**src/sv/wrs_pkg.sv**
```systemverilog
// Shared types and constants for the windowed rate statistics unit.
// No dependencies.
`default_nettype none
package wrs_pkg;
    localparam int FRAC_BITS_DEF = 16;
    localparam logic [1:0] REQ_SAMPLE = 2'd0;
    localparam logic [1:0] REQ_TICK   = 2'd1;
    localparam logic [1:0] REQ_CLEAR  = 2'd2;
    localparam logic [1:0] REQ_UNUSED = 2'd3; // no effect, snapshot only
    localparam logic CFG_MAX_DUR   = 1'b0;
    localparam logic CFG_RST_DELAY = 1'b1;

    // controller -> datapath
    typedef struct packed {
        logic load;      // apply the item to the statistics registers
        logic div_start; // begin both channel divisions
        logic div_step;  // one quotient bit per channel
        logic div_done;  // write quotients to the rate registers
    } t_cmd;

    // datapath -> controller
    typedef struct packed {
        logic need_div;  // this item needs a rate recompute by division
    } t_stat;
endpackage
`default_nettype wire

```
**src/sv/wrs_ctrl.sv**
```systemverilog
// Controller of the windowed rate statistics unit: handshake and divider sequencing.
// Depends on wrs_pkg.
`default_nettype none
module wrs_ctrl #(
    parameter int DIV_STEPS = 64
) (
    input  wire                 i_clk,
    input  wire                 i_rst_n,
    input  wire                 i_valid,
    output logic                o_ready,
    output logic                o_valid,
    input  wire                 i_ready,
    input  wrs_pkg::t_stat      i_stat,
    output wrs_pkg::t_cmd       o_cmd
);
    localparam logic [1:0] ST_IDLE = 2'd0;
    localparam logic [1:0] ST_CHK  = 2'd1;
    localparam logic [1:0] ST_DIV  = 2'd2;
    localparam logic [1:0] ST_OUT  = 2'd3;
    localparam int CW = $clog2(DIV_STEPS + 1);

    logic [1:0]    r_state, n_state;
    logic [CW-1:0] r_cnt, n_cnt;

    always_comb begin
        n_state = r_state;
        n_cnt   = r_cnt;
        o_cmd   = '0;
        o_ready = 1'b0;
        o_valid = 1'b0;
        case (r_state)
            ST_IDLE: begin
                o_ready = 1'b1;
                if (i_valid) begin
                    o_cmd.load = 1'b1;
                    n_state = ST_CHK;
                end
            end
            ST_CHK: begin
                if (i_stat.need_div) begin
                    o_cmd.div_start = 1'b1;
                    n_cnt   = CW'(DIV_STEPS);
                    n_state = ST_DIV;
                end else begin
                    n_state = ST_OUT;
                end
            end
            ST_DIV: begin
                o_cmd.div_step = 1'b1;
                n_cnt = r_cnt - 1'b1;
                if (r_cnt == CW'(1)) begin
                    o_cmd.div_done = 1'b1;
                    n_state = ST_OUT;
                end
            end
            ST_OUT: begin
                o_valid = 1'b1;
                if (i_ready) n_state = ST_IDLE;
            end
            default: n_state = ST_IDLE;
        endcase
    end

    always_ff @(posedge i_clk) begin
        if (!i_rst_n) begin
            r_state <= ST_IDLE;
            r_cnt   <= '0;
        end else begin
            r_state <= n_state;
            r_cnt   <= n_cnt;
        end
    end
endmodule
`default_nettype wire

```
**src/sv/wrs_dpath.sv**
```systemverilog
// Datapath of the windowed rate statistics unit: statistics registers and
// two restoring dividers. Depends on wrs_pkg.
`default_nettype none
module wrs_dpath #(
    parameter int FRAC_BITS = wrs_pkg::FRAC_BITS_DEF,
    parameter int DIV_STEPS = 64
) (
    input  wire                 i_clk,
    input  wire                 i_rst_n,
    input  wrs_pkg::t_cmd       i_cmd,
    output wrs_pkg::t_stat      o_stat,
    input  wire                 i_cfg_valid,
    input  wire                 i_cfg_index,
    input  wire  [31:0]         i_cfg_data,
    input  wire  [1:0]          i_req_type,
    input  wire  signed [31:0]  i_mitigated_value,
    input  wire  signed [31:0]  i_unmitigated_value,
    input  wire                 i_is_critical,
    input  wire  [31:0]         i_delta_time,
    output logic [31:0]         o_sample_count,
    output logic [31:0]         o_crit_count,
    output logic                o_in_progress,
    output logic [31:0]         o_window_time,
    output logic signed [31:0]  o_mit_min,
    output logic signed [31:0]  o_mit_max,
    output logic signed [47:0]  o_mit_total,
    output logic signed [47:0]  o_mit_rate,
    output logic signed [31:0]  o_unm_min,
    output logic signed [31:0]  o_unm_max,
    output logic signed [47:0]  o_unm_total,
    output logic signed [47:0]  o_unm_rate
);
    localparam logic signed [47:0] S48_MAX = {1'b0, {47{1'b1}}};
    localparam logic signed [47:0] S48_MIN = {1'b1, {47{1'b0}}};
    localparam logic [32:0] ONE = 33'(1) << FRAC_BITS;
    localparam int QW = DIV_STEPS; // quotient bits, magnitude is 48 bits << FRAC_BITS

    logic [31:0] r_max_dur, r_rst_delay;
    logic [31:0] r_cnt, r_crit, r_wt, r_idle;
    logic        r_run;
    logic signed [31:0] r_min [2];
    logic signed [31:0] r_max [2];
    logic signed [47:0] r_tsum [2];
    logic signed [47:0] r_tot [2];
    logic signed [47:0] r_rate [2];
    logic        r_need;
    // divider: remainder, dividend shift, quotient, sign
    logic [32:0] r_rem [2];
    logic [QW-1:0] r_dvd [2];
    logic [QW-1:0] r_quo [2];
    logic        r_neg [2];

    function automatic logic signed [47:0] sat48(input logic signed [48:0] x);
        if (x > 49'(S48_MAX)) return S48_MAX;
        if (x < 49'(S48_MIN)) return S48_MIN;
        return x[47:0];
    endfunction

    function automatic logic [31:0] sadd32(input logic [31:0] a, input logic [31:0] b);
        logic [32:0] s;
        s = {1'b0, a} + {1'b0, b};
        return s[32] ? '1 : s[31:0];
    endfunction

    logic        full, sample_ok;
    logic [31:0] idle_nx;
    logic signed [31:0] v [2];
    assign full = (r_max_dur != 32'd0) && (r_wt >= r_max_dur);
    assign sample_ok = (i_req_type == wrs_pkg::REQ_SAMPLE) && !full;
    assign idle_nx = sadd32(r_idle, i_delta_time);
    assign v[0] = i_mitigated_value;
    assign v[1] = i_unmitigated_value;

    logic [33:0] trial [2];
    always_comb begin
        for (int c = 0; c < 2; c++) begin
            trial[c] = {r_rem[c], r_dvd[c][QW-1]} - {2'b0, r_wt};
        end
    end

    always_ff @(posedge i_clk) begin
        if (!i_rst_n) begin
            r_max_dur   <= '0;
            r_rst_delay <= 32'(5) << FRAC_BITS;
            r_cnt <= '0; r_crit <= '0; r_wt <= '0; r_idle <= '0; r_run <= 1'b0;
            r_need <= 1'b0;
            for (int c = 0; c < 2; c++) begin
                r_min[c] <= '0; r_max[c] <= '0; r_tsum[c] <= '0;
                r_tot[c] <= '0; r_rate[c] <= '0;
            end
        end else begin
            if (i_cfg_valid) begin
                if (i_cfg_index == wrs_pkg::CFG_MAX_DUR) r_max_dur <= i_cfg_data;
                else r_rst_delay <= i_cfg_data;
            end
            if (i_cmd.load) begin
                r_need <= 1'b0;
                if (sample_ok) begin
                    r_run <= 1'b1;
                    r_cnt <= sadd32(r_cnt, 32'd1);
                    if (i_is_critical) r_crit <= sadd32(r_crit, 32'd1);
                    for (int c = 0; c < 2; c++) begin
                        logic signed [47:0] nt;
                        nt = sat48(49'(r_tot[c]) + 49'(v[c]));
                        if (r_min[c] == 0 || v[c] < r_min[c]) r_min[c] <= v[c];
                        if (v[c] > r_max[c]) r_max[c] <= v[c];
                        r_tsum[c] <= sat48(49'(r_tsum[c]) + 49'(v[c]));
                        r_tot[c] <= nt;
                        if ({1'b0, r_wt} > ONE) r_need <= 1'b1;
                        else r_rate[c] <= nt;
                    end
                end else if (i_req_type == wrs_pkg::REQ_TICK) begin
                    logic clr;
                    clr = (r_rst_delay != 0) && (r_tsum[1] == 0) && (idle_nx > r_rst_delay);
                    if (r_run) begin
                        if (!full) r_wt <= sadd32(r_wt, i_delta_time);
                        else begin
                            r_run <= 1'b0;
                            r_wt  <= r_max_dur;
                            if ({1'b0, r_max_dur} > ONE) r_need <= !clr;
                            else if (!clr) begin
                                r_rate[0] <= r_tot[0]; r_rate[1] <= r_tot[1];
                            end
                        end
                    end
                    if (r_rst_delay != 0) begin
                        if (r_tsum[1] == 0) r_idle <= idle_nx;
                        else r_idle <= '0;
                    end
                    r_tsum[0] <= '0; r_tsum[1] <= '0;
                    if (clr) begin
                        r_cnt <= '0; r_crit <= '0; r_wt <= '0; r_idle <= '0;
                        r_run <= 1'b0;
                        for (int c = 0; c < 2; c++) begin
                            r_min[c] <= '0; r_max[c] <= '0;
                            r_tot[c] <= '0; r_rate[c] <= '0;
                        end
                    end
                end else if (i_req_type == wrs_pkg::REQ_CLEAR) begin
                    r_cnt <= '0; r_crit <= '0; r_wt <= '0; r_idle <= '0;
                    r_run <= 1'b0;
                    for (int c = 0; c < 2; c++) begin
                        r_min[c] <= '0; r_max[c] <= '0; r_tsum[c] <= '0;
                        r_tot[c] <= '0; r_rate[c] <= '0;
                    end
                end
            end
            if (i_cmd.div_done) begin
                for (int c = 0; c < 2; c++) begin
                    logic [QW-1:0] qf;
                    logic signed [48:0] sq;
                    qf = {r_quo[c][QW-2:0], ~trial[c][33]};
                    if (qf > QW'(S48_MAX)) sq = 49'(S48_MAX);
                    else sq = 49'(qf[47:0]);
                    r_rate[c] <= sat48(r_neg[c] ? -sq : sq);
                end
            end
        end
    end

    // divider datapath, no reset needed
    always_ff @(posedge i_clk) begin
        for (int c = 0; c < 2; c++) begin
            if (i_cmd.div_start) begin
                logic [47:0] mag;
                mag = r_tot[c][47] ? 48'(-r_tot[c]) : 48'(r_tot[c]);
                r_neg[c] <= r_tot[c][47];
                r_rem[c] <= '0;
                r_quo[c] <= '0;
                r_dvd[c] <= QW'(mag) << FRAC_BITS;
            end else if (i_cmd.div_step) begin
                if (!trial[c][33]) r_rem[c] <= trial[c][32:0];
                else r_rem[c] <= {r_rem[c][31:0], r_dvd[c][QW-1]};
                r_dvd[c] <= r_dvd[c] << 1;
                r_quo[c] <= {r_quo[c][QW-2:0], ~trial[c][33]};
            end
        end
    end

    assign o_stat.need_div = r_need;
    assign o_sample_count = r_cnt;
    assign o_crit_count   = r_crit;
    assign o_in_progress  = r_run;
    assign o_window_time  = r_wt;
    assign o_mit_min   = r_min[0];
    assign o_mit_max   = r_max[0];
    assign o_mit_total = r_tot[0];
    assign o_mit_rate  = r_rate[0];
    assign o_unm_min   = r_min[1];
    assign o_unm_max   = r_max[1];
    assign o_unm_total = r_tot[1];
    assign o_unm_rate  = r_rate[1];
endmodule
`default_nettype wire

```
**src/sv/windowed_rate_statistics_unit.sv**
```systemverilog
// Top level of the windowed rate statistics unit.
// Depends on wrs_pkg, wrs_ctrl and wrs_dpath.
//
//  channel | signals                         | role
//  --------+---------------------------------+---------------------------
//  in      | i_valid / o_ready, item fields  | sample, tick or clear item
//  out     | o_valid / i_ready, result fields| statistics after the item
//  cfg     | i_cfg_valid / o_cfg_ready       | max_duration, restart_delay
//
// One item at a time. Items needing no rate division pass through accept,
// check and present; a rate recompute adds a pass through the pair of
// bit-serial restoring dividers, 48+FRAC_BITS quotient bits at Q16.16.
// Synchronous active-low reset; restart_delay resets to 5 s.
// A stalled result holds until taken; the next item waits for it.
// Configuration writes are always accepted.
`default_nettype none
module windowed_rate_statistics_unit #(
    parameter int FRAC_BITS = wrs_pkg::FRAC_BITS_DEF
) (
    input  wire                 i_clk,
    input  wire                 i_rst_n,
    input  wire                 i_valid,
    output logic                o_ready,
    input  wire  [1:0]          i_req_type,
    input  wire  signed [31:0]  i_mitigated_value,
    input  wire  signed [31:0]  i_unmitigated_value,
    input  wire                 i_is_critical,
    input  wire  [31:0]         i_delta_time,
    output logic                o_valid,
    input  wire                 i_ready,
    output logic [31:0]         o_sample_count,
    output logic [31:0]         o_crit_count,
    output logic                o_in_progress,
    output logic [31:0]         o_window_time,
    output logic signed [31:0]  o_mit_min,
    output logic signed [31:0]  o_mit_max,
    output logic signed [47:0]  o_mit_total,
    output logic signed [47:0]  o_mit_rate,
    output logic signed [31:0]  o_unm_min,
    output logic signed [31:0]  o_unm_max,
    output logic signed [47:0]  o_unm_total,
    output logic signed [47:0]  o_unm_rate,
    input  wire                 i_cfg_valid,
    output logic                o_cfg_ready,
    input  wire                 i_cfg_index,
    input  wire  [31:0]         i_cfg_data
);
    // quotient bits: 48-bit magnitude scaled by the fraction
    localparam int DIV_STEPS = 48 + FRAC_BITS;

    wrs_pkg::t_cmd  cmd;
    wrs_pkg::t_stat stat;

    assign o_cfg_ready = 1'b1;

    wrs_ctrl #(.DIV_STEPS(DIV_STEPS)) u_ctrl (
        .i_clk, .i_rst_n, .i_valid, .o_ready, .o_valid, .i_ready,
        .i_stat(stat), .o_cmd(cmd)
    );

    wrs_dpath #(.FRAC_BITS(FRAC_BITS), .DIV_STEPS(DIV_STEPS)) u_dpath (
        .i_clk, .i_rst_n, .i_cmd(cmd), .o_stat(stat),
        .i_cfg_valid, .i_cfg_index, .i_cfg_data,
        .i_req_type, .i_mitigated_value, .i_unmitigated_value,
        .i_is_critical, .i_delta_time,
        .o_sample_count, .o_crit_count, .o_in_progress, .o_window_time,
        .o_mit_min, .o_mit_max, .o_mit_total, .o_mit_rate,
        .o_unm_min, .o_unm_max, .o_unm_total, .o_unm_rate
    );
endmodule
`default_nettype wire

```
**config.mk**
```make
export PLATFORM = sky130hd
export DESIGN_NAME = windowed_rate_statistics_unit
export DESIGN_NICKNAME = d
export VERILOG_FILES = /design/src/sv/wrs_pkg.sv /design/src/sv/wrs_ctrl.sv /design/src/sv/wrs_dpath.sv /design/src/sv/windowed_rate_statistics_unit.sv
export SDC_FILE = /design/constraint.sdc
export NUM_CORES = 2
export LEC_CHECK = 0
export ABC_AREA = 1
export BUFFER_PORTS_ARGS = -buffer_cell sky130_fd_sc_hd__buf_4
export CAP_MARGIN = 30
export CORE_MARGIN = 8
export CORE_UTILIZATION = 45
export CTS_CLUSTER_SIZE = 8
export DETAILED_ROUTE_END_ITERATION = 8
export PLACE_DENSITY_LB_ADDON = 0.08
export SETUP_SLACK_MARGIN = 0.05
export SLEW_MARGIN = 10
export SYNTH_ARGS = -nofsm -noshare
export SYNTH_HDL_FRONTEND = slang
export SYNTH_SLANG_ARGS = --single-unit
```
**constraint.sdc**
```tcl
create_clock -name i_clk -period 10.4 [get_ports i_clk]
set_clock_uncertainty 0.05 [all_clocks]
set_input_delay 1.56 -clock i_clk [delete_from_list [all_inputs] [get_ports i_clk]]
set_output_delay 1.56 -clock i_clk [all_outputs]
set_load 0.05 [all_outputs]
```
After elaboration in Yosys (flattened, before gate mapping) --
Memories as Yosys holds them, arrays and structs flattened. Cells that the tools add are included.
Word-level totals: flip-flop bits (word level) 203, bits in writable memories 738, input port bits 137, memories 9
Operators by class: $add $sub $neg 15, magnitude comparators 22, eq/ne operators 14, mux-type cells 267, bitwise logic cells 46, reductions and logical operators 27
Memory list:
- u_dpath.r_quo | words 2, bits a word 64, read ports 2, clocked after Yosys merged registers in 0, write ports 2, line wrs_dpath.sv:50 | logic [QW-1:0] r_quo [2];
- u_dpath.r_dvd | words 2, bits a word 63, read ports 2, clocked after Yosys merged registers in 0, write ports 2, line wrs_dpath.sv:49 | logic [QW-1:0] r_dvd [2];
- u_dpath.r_rate | words 2, bits a word 48, read ports 2, clocked after Yosys merged registers in 0, write ports 2, line wrs_dpath.sv:45 | logic signed [47:0] r_rate [2];
- u_dpath.r_tot | words 2, bits a word 48, read ports 2, clocked after Yosys merged registers in 0, write ports 2, line wrs_dpath.sv:44 | logic signed [47:0] r_tot [2];
- u_dpath.r_tsum | words 2, bits a word 48, read ports 2, clocked after Yosys merged registers in 0, write ports 2, line wrs_dpath.sv:43 | logic signed [47:0] r_tsum [2];
- u_dpath.r_rem | words 2, bits a word 33, read ports 2, clocked after Yosys merged registers in 0, write ports 2, line wrs_dpath.sv:48 | logic [32:0] r_rem [2];
- +3 memories
Operators by type and width (count):
- 48-bit 2-to-1 mux | 66
- 32-bit 2-to-1 mux | 30
- 49-bit by 48-bit greater-than comparator with 1-bit output (second input constant) | 6
- 49-bit by 48-bit < comparator with 1-bit output (second input constant) | 6
- 49-bit 2-to-1 mux | 6
- 48-bit by 32-bit adder with 49-bit output | 4
- 1-bit 2-to-1 mux | 150
- 33-bit 2-to-1 mux | 4
- 64-bit by 47-bit greater-than comparator with 1-bit output (second input constant) | 2
- 64-bit 2-to-1 mux | 2
- 63-bit 2-to-1 mux | 2
- 49-bit negation | 2
- 32-bit greater-than comparator | 3
- 48-bit negation | 2
- 34-bit by 32-bit subtractor with 34-bit output | 2
- 32-bit by 1-bit adder with 33-bit output (second input constant) | 2
- 32-bit by 32-bit adder with 33-bit output | 2
- 32-bit by 17-bit greater-than comparator with 1-bit output (second input constant) | 2
- 32-bit logical NOT | 2
- 32-bit < comparator | 2
- 32-bit nonzero test | 2
- 48-bit logical NOT | 1
- 1-bit bitwise OR | 42
- 32-bit >= comparator | 1
- 22 further kinds | 48

Longest topological paths before layout --
word-level depth 21, mapped depth 32, mapped depth without buffers 31

Cells and area by module --
A second synthesis with hierarchy kept.
Unflattened totals: cells, all modules 9377, area, all modules 67888.9 um2
By module, submodules not included:
- wrs_dpath | times used 1, cells an instance 9283, area each 67235.7 um2, seq. area each 23642.7 um2
- wrs_ctrl | times used 1, cells an instance 92, area each 641.9 um2, seq. area each 180.2 um2
- windowed_rate_statistics_unit | times used 1, cells an instance 2, area each 11.3 um2, seq. area each 0.0 um2

Worst setup path after synthesis --
No wires, ideal clock.
path kind in2reg, from input port i_delta_time[0], to memory u_dpath.r_rate[0][0], enable pin, library setup time 1.138 ns, data arrival time 7.239 ns, setup slack 1.973 ns, cell stages on the path 29, path buffers 3, cell sequence ha_1 > fa_1 > nand2_1 > o21ai_1 > nand3_1 > nand2_1 > a21boi_1 > o21ai_0 > nand2_1 > nand2_1 > inv_2 > buf_2 > nand3_1 > ha_1 > nand2_1 > inv_2 > nand2_1 > nor4_1 > inv_1 > nor2_1 > nand2_1 > nand2_1 > nand2_1 > nand4_1 > nor2_1 > buf_2 > buf_2 > nor2_1 > nand3_1
RTL lines:
- start: declaration | line windowed_rate_statistics_unit.sv:28 | input wire [31:0] i_delta_time,
- end: declaration | line wrs_dpath.sv:45

Worst setup path after layout --
from input port i_delta_time[0], to register u_dpath.r_wt[6], in the netlist u_dpath.o_window_time[6]
Between the ends: word-level cells in the longest chain between the ends 6, elaborated cells on any way between the ends 12, those cells by class add/sub: 2; order compare: 1; eq/ne: 1; mux: 6; reduce/logical: 2
Ends and longest elaborated chain:
- 32-bit by 32-bit adder with 33-bit output | line wrs_dpath.sv:61 | s = {1'b0, a} + {1'b0, b};
- 32-bit 2-to-1 mux | line wrs_dpath.sv:62 | return s[32] ? '1 : s[31:0];
- 32-bit greater-than comparator or 32-bit 2-to-1 mux (tied branches) | line wrs_dpath.sv:114, wrs_dpath.sv:116
- 1-bit logical AND or 32-bit 2-to-1 mux (tied branches) | line wrs_dpath.sv:114, wrs_dpath.sv:115
- 3-bit by 2-bit inequality test with 1-bit output (no line) or 32-bit 2-to-1 mux (tied branches)
- 4-bit AND reduction (no line) or 32-bit 2-to-1 mux (tied branches)
- end signal: assignment | line wrs_dpath.sv:116 | if (!full) r_wt <= sadd32(r_wt, i_delta_time);
- end signal: assignment | line wrs_dpath.sv:119 | r_wt <= r_max_dur;
- end: declaration | line wrs_dpath.sv:39 | logic [31:0] r_cnt, r_crit, r_wt, r_idle;
Parallel ways exist; a longest one is shown, timed or not. The select of a mux whose other input is x is not followed. A chain may end at the register's enable or synchronous reset.

==> results.md <==
* Status: finished clean
* Achievable Freq at 140 MHz
* Final setup viols at 0
* Full die area at 0.160 mm^2
* Core area at 0.147 mm^2
* CTS sink count at 861
* Worst setup endpoint: u_dpath.o_window_time[6]$_SDFFE_PN0P_
* Internal Power at 8.32 mW
* Setup TNS at 0 ns
* Worst EP required at 11.04 ns
* Hold_sp: u_dpath.r_idle[11]$_SDFFE_PN0P_
* Post-DP HPWL at 218000 um
* Worst-case reg-to-reg path depth at 29
* Antenna-violating nets left at 0
* DR WL/cell at 23.6 um
* Clock tree from TritonCTS: done
* Initial Util at 0.451
* Vias in the first global route at 63900
* Critical Path Stages at 30
* Clk network pwr share at 0.266
* Port bufs at 555
* I/O pins at 557
* Drt pass-1 iters at 7
* Mean Syn Cell Area at 7.17 um^2
* First-pass GRT wire length at 404000 um
* Final hold viol count at 0
* Most used cell, CP: nand2_1
* Core Rows at 141
* Startpoint type of the worst setup path: input pin
* Largest net degree at the start of global routing at 139
* Die outline height at 400 um
* Clock transition at path regs at 0.06 ns
* Longest Clk Path Bufs at 3
* Critical Path Source: i_delta_time[0]
* Largest stage delay on the critical path at 0.70 ns
* Post-synth net total at 9868
* CTS Root Buffer Type: clkbuf_16
* CP max stage cell: inv_1
* Post-synth EDFFs at 658
* Maximum level of the CTS H-tree at 3
* Area added between synthesis and finish at 14.5%
* Initial antenna violation count at 17
* Maximum VDD drop at 0.193 mV
* Worst Max-Slew Pin Slew at 1.00 ns
* Logic gate share of total power at 0.379
* Seq/Total Area, Yosys at 0.359
* R2R Path Start: u_dpath.r_idle[0]$_SDFFE_PN0P_
* Fin crit share at 0.685
* Kind of critical path: input pin to register
* Setup Slack @ Placement at 2.54 ns
* Asr flop ratio synth at 0
* Post-CTS Setup Bufs at 0
* Delay-heaviest family, CP: buffers and inverters
* Sw Share at 0.423
* Total grt overflow at 0
* RR Endpoint: u_dpath.o_window_time[6]$_SDFFE_PN0P_
* Initial drt markers at 5438
* Worst setup margin at 3.28 ns
* Die span in x at 400 um
* Arr. time, crit path at 7.77 ns
* Post-synth cell types at 58
* Max Slew Vio Count at 0
* Routability cong. at 1.04
* Layout Nets at 10300
* TritonCTS buffer count at 121
* Critical path buffers and inverters at 7
* Cell taking the most area after synthesis: edfxtp_1
* Worst hold stages at 2
* Clock Latency Late Sink at 0.77 ns
* Period minus WS final at 7.12 ns
* Top cells by area, synth: edfxtp_1 30%, nand2_1 12%, ha_1 9.0%
* HP Class: register to register
* P_sw at 6.10 mW
* Layout cells sized above 1 at 0.0928
* WHS at 0.424 ns
* Max cap viols at 0
* Yosys reg bits at 861
* Via density at 5.65
* Vias at 66000
* Top_reg_cell synth: edfxtp_1
* Yosys top cell area share at 0.298
* LEAKAGE at 34.7 nW
* Synth warnings at 0
* Seq pwr share at 0.355
* CP Capture Type: register
* Worst reg2reg setup slack at 3.96 ns
* DRC errors left at 0
* GRT Total Usage at 0.333
* CP Max Fanout at 65
* Mapped Cells at 9247
* Rel. slew slack at 0.331
* Hold Buf Count CTS at 0
* Resized Gates After CTS at 0
* Post-Syn Area at 0.0663 mm^2
* RSZ-0062 raised after global routing: false
* Power Dens Cells at 190 mW/mm^2
* Total Wirelength at 276000 um
-- cell type report --
class                   count  area [um^2]
diodes                     17         42.5
clock buffers             179         3350
inverters                1233         4630
clock inverters            10          174
well taps                1930         2410
multi-input cells        6849        36700
flip-flops and latches    861        23800
repair buffers            617         4750
fillers                 14900        71100
-- worst min-delay path by stage --
| stage | slack, ns | to |
|---|---|---|
| after floorplan | 0.40 | u_dpath.r_idle[0]$_SDFFE_PN0P_ |
| after global placement | 0.41 | u_dpath.r_idle[0]$_SDFFE_PN0P_ |
| after detailed placement | 0.41 | u_dpath.r_idle[30]$_SDFFE_PN0P_ |
| after CTS | 0.42 | u_dpath.r_idle[11]$_SDFFE_PN0P_ |
| after global routing | 0.43 | u_dpath.r_idle[15]$_SDFFE_PN0P_ |
| final | 0.42 | u_dpath.r_idle[11]$_SDFFE_PN0P_ |
-- registers in the layout (all words and copies together), names as in the netlist --
name,cells
u_dpath.r_quo,126
u_dpath.r_dvd,96
u_dpath.r_rate,96
u_dpath.r_tot,96
u_dpath.r_rem,66
u_dpath.r_max,64
u_dpath.r_min,64
u_dpath.r_tsum,48
u_dpath.o_crit_count,32
u_dpath.o_sample_count,32
u_dpath.o_window_time,32
u_dpath.r_idle,32
u_dpath.r_max_dur,32
u_dpath.r_rst_delay,32
u_ctrl.r_cnt,7
u_ctrl.r_state,2
u_dpath.r_neg,2
u_dpath.o_in_progress,1
u_dpath.o_stat,1
-- power groups by stage --
stage,Combinational (mW),Sequential [mW],Clock (mW)
2_1_floorplan,3.05,5.73,0
5_1_grt,6.00,5.17,4.02
4_1_cts,5.43,5.12,3.88
6_report,5.47,5.13,3.83
3_5_place_dp,5.41,5.17,0
3_3_place_gp,5.35,5.17,0
-- Yosys cell counts, drive strengths merged, types with 29 or more instances --
library cell  count
o21bai           38
edfxtp          658
nor4             73
clkbuf          201
nand3           551
dfxtp           203
nor2           1070
a21oi           882
o21ai           689
buf             103
a21o             43
ha              477
nor3            157
xnor2            87
inv            1225
nand2          2106
nand3b           38
or2              29
a31oi            49
xor2            197
nand4           227
-- stage by stage --
step                      area, um^2  std cells   util  power (mW)
after floorplan                66300       9247      -        8.79
after global placement         72100      11500  0.491        10.5
final                          75900      11700  0.516        14.4
after CTS                      75700      11700  0.515        14.4
after detailed placement       72200      11500  0.491        10.6
after global routing           75800      11700  0.516        15.2
-- placed cells by master (no fill, tap or decap), types with 87 or more instances in the layout --
| cell | instances |
|---|---|
| nand2_1 | 2094 |
| inv_1 | 1202 |
| nor2_1 | 1026 |
| a21oi_1 | 881 |
| o21ai_0 | 666 |
| edfxtp_1 | 658 |
| buf_4 | 608 |
| nand3_1 | 545 |
| ha_1 | 476 |
| nand4_1 | 223 |
| dfxtp_1 | 203 |
| xor2_1 | 197 |
| nor3_1 | 141 |
| clkbuf_16 | 123 |
| xnor2_1 | 87 |
-- per-layer routing --
layer / vias up / share of wire / GRT usage
met3: 709 / 0.072 / 0.0649
li1: 31900 / - / -
met5: - / 0.00011 / 0
met4: 4 / 0.074 / 0.217
met2: 2439 / 0.47 / 0.559
met1: 31000 / 0.39 / 0.388
-- worst min-delay path, stage by stage (launching register included) --
cell	delay, ns
dfxtp_1	0.31
nand2_1	0.06
a21oi_1	0.05
-- cell families after synthesis --
| group | share of synthesized area |
|---|---|
| xor+xnor | 0.0375 |
| other cells | 0.0000566 |
| simple gates | 0.274 |
| flops | 0.359 |
| buf+inv | 0.0898 |
| compound gates | 0.147 |
| fa+ha+maj | 0.0922 |
Note: power is estimated with default switching activity, not from simulation.
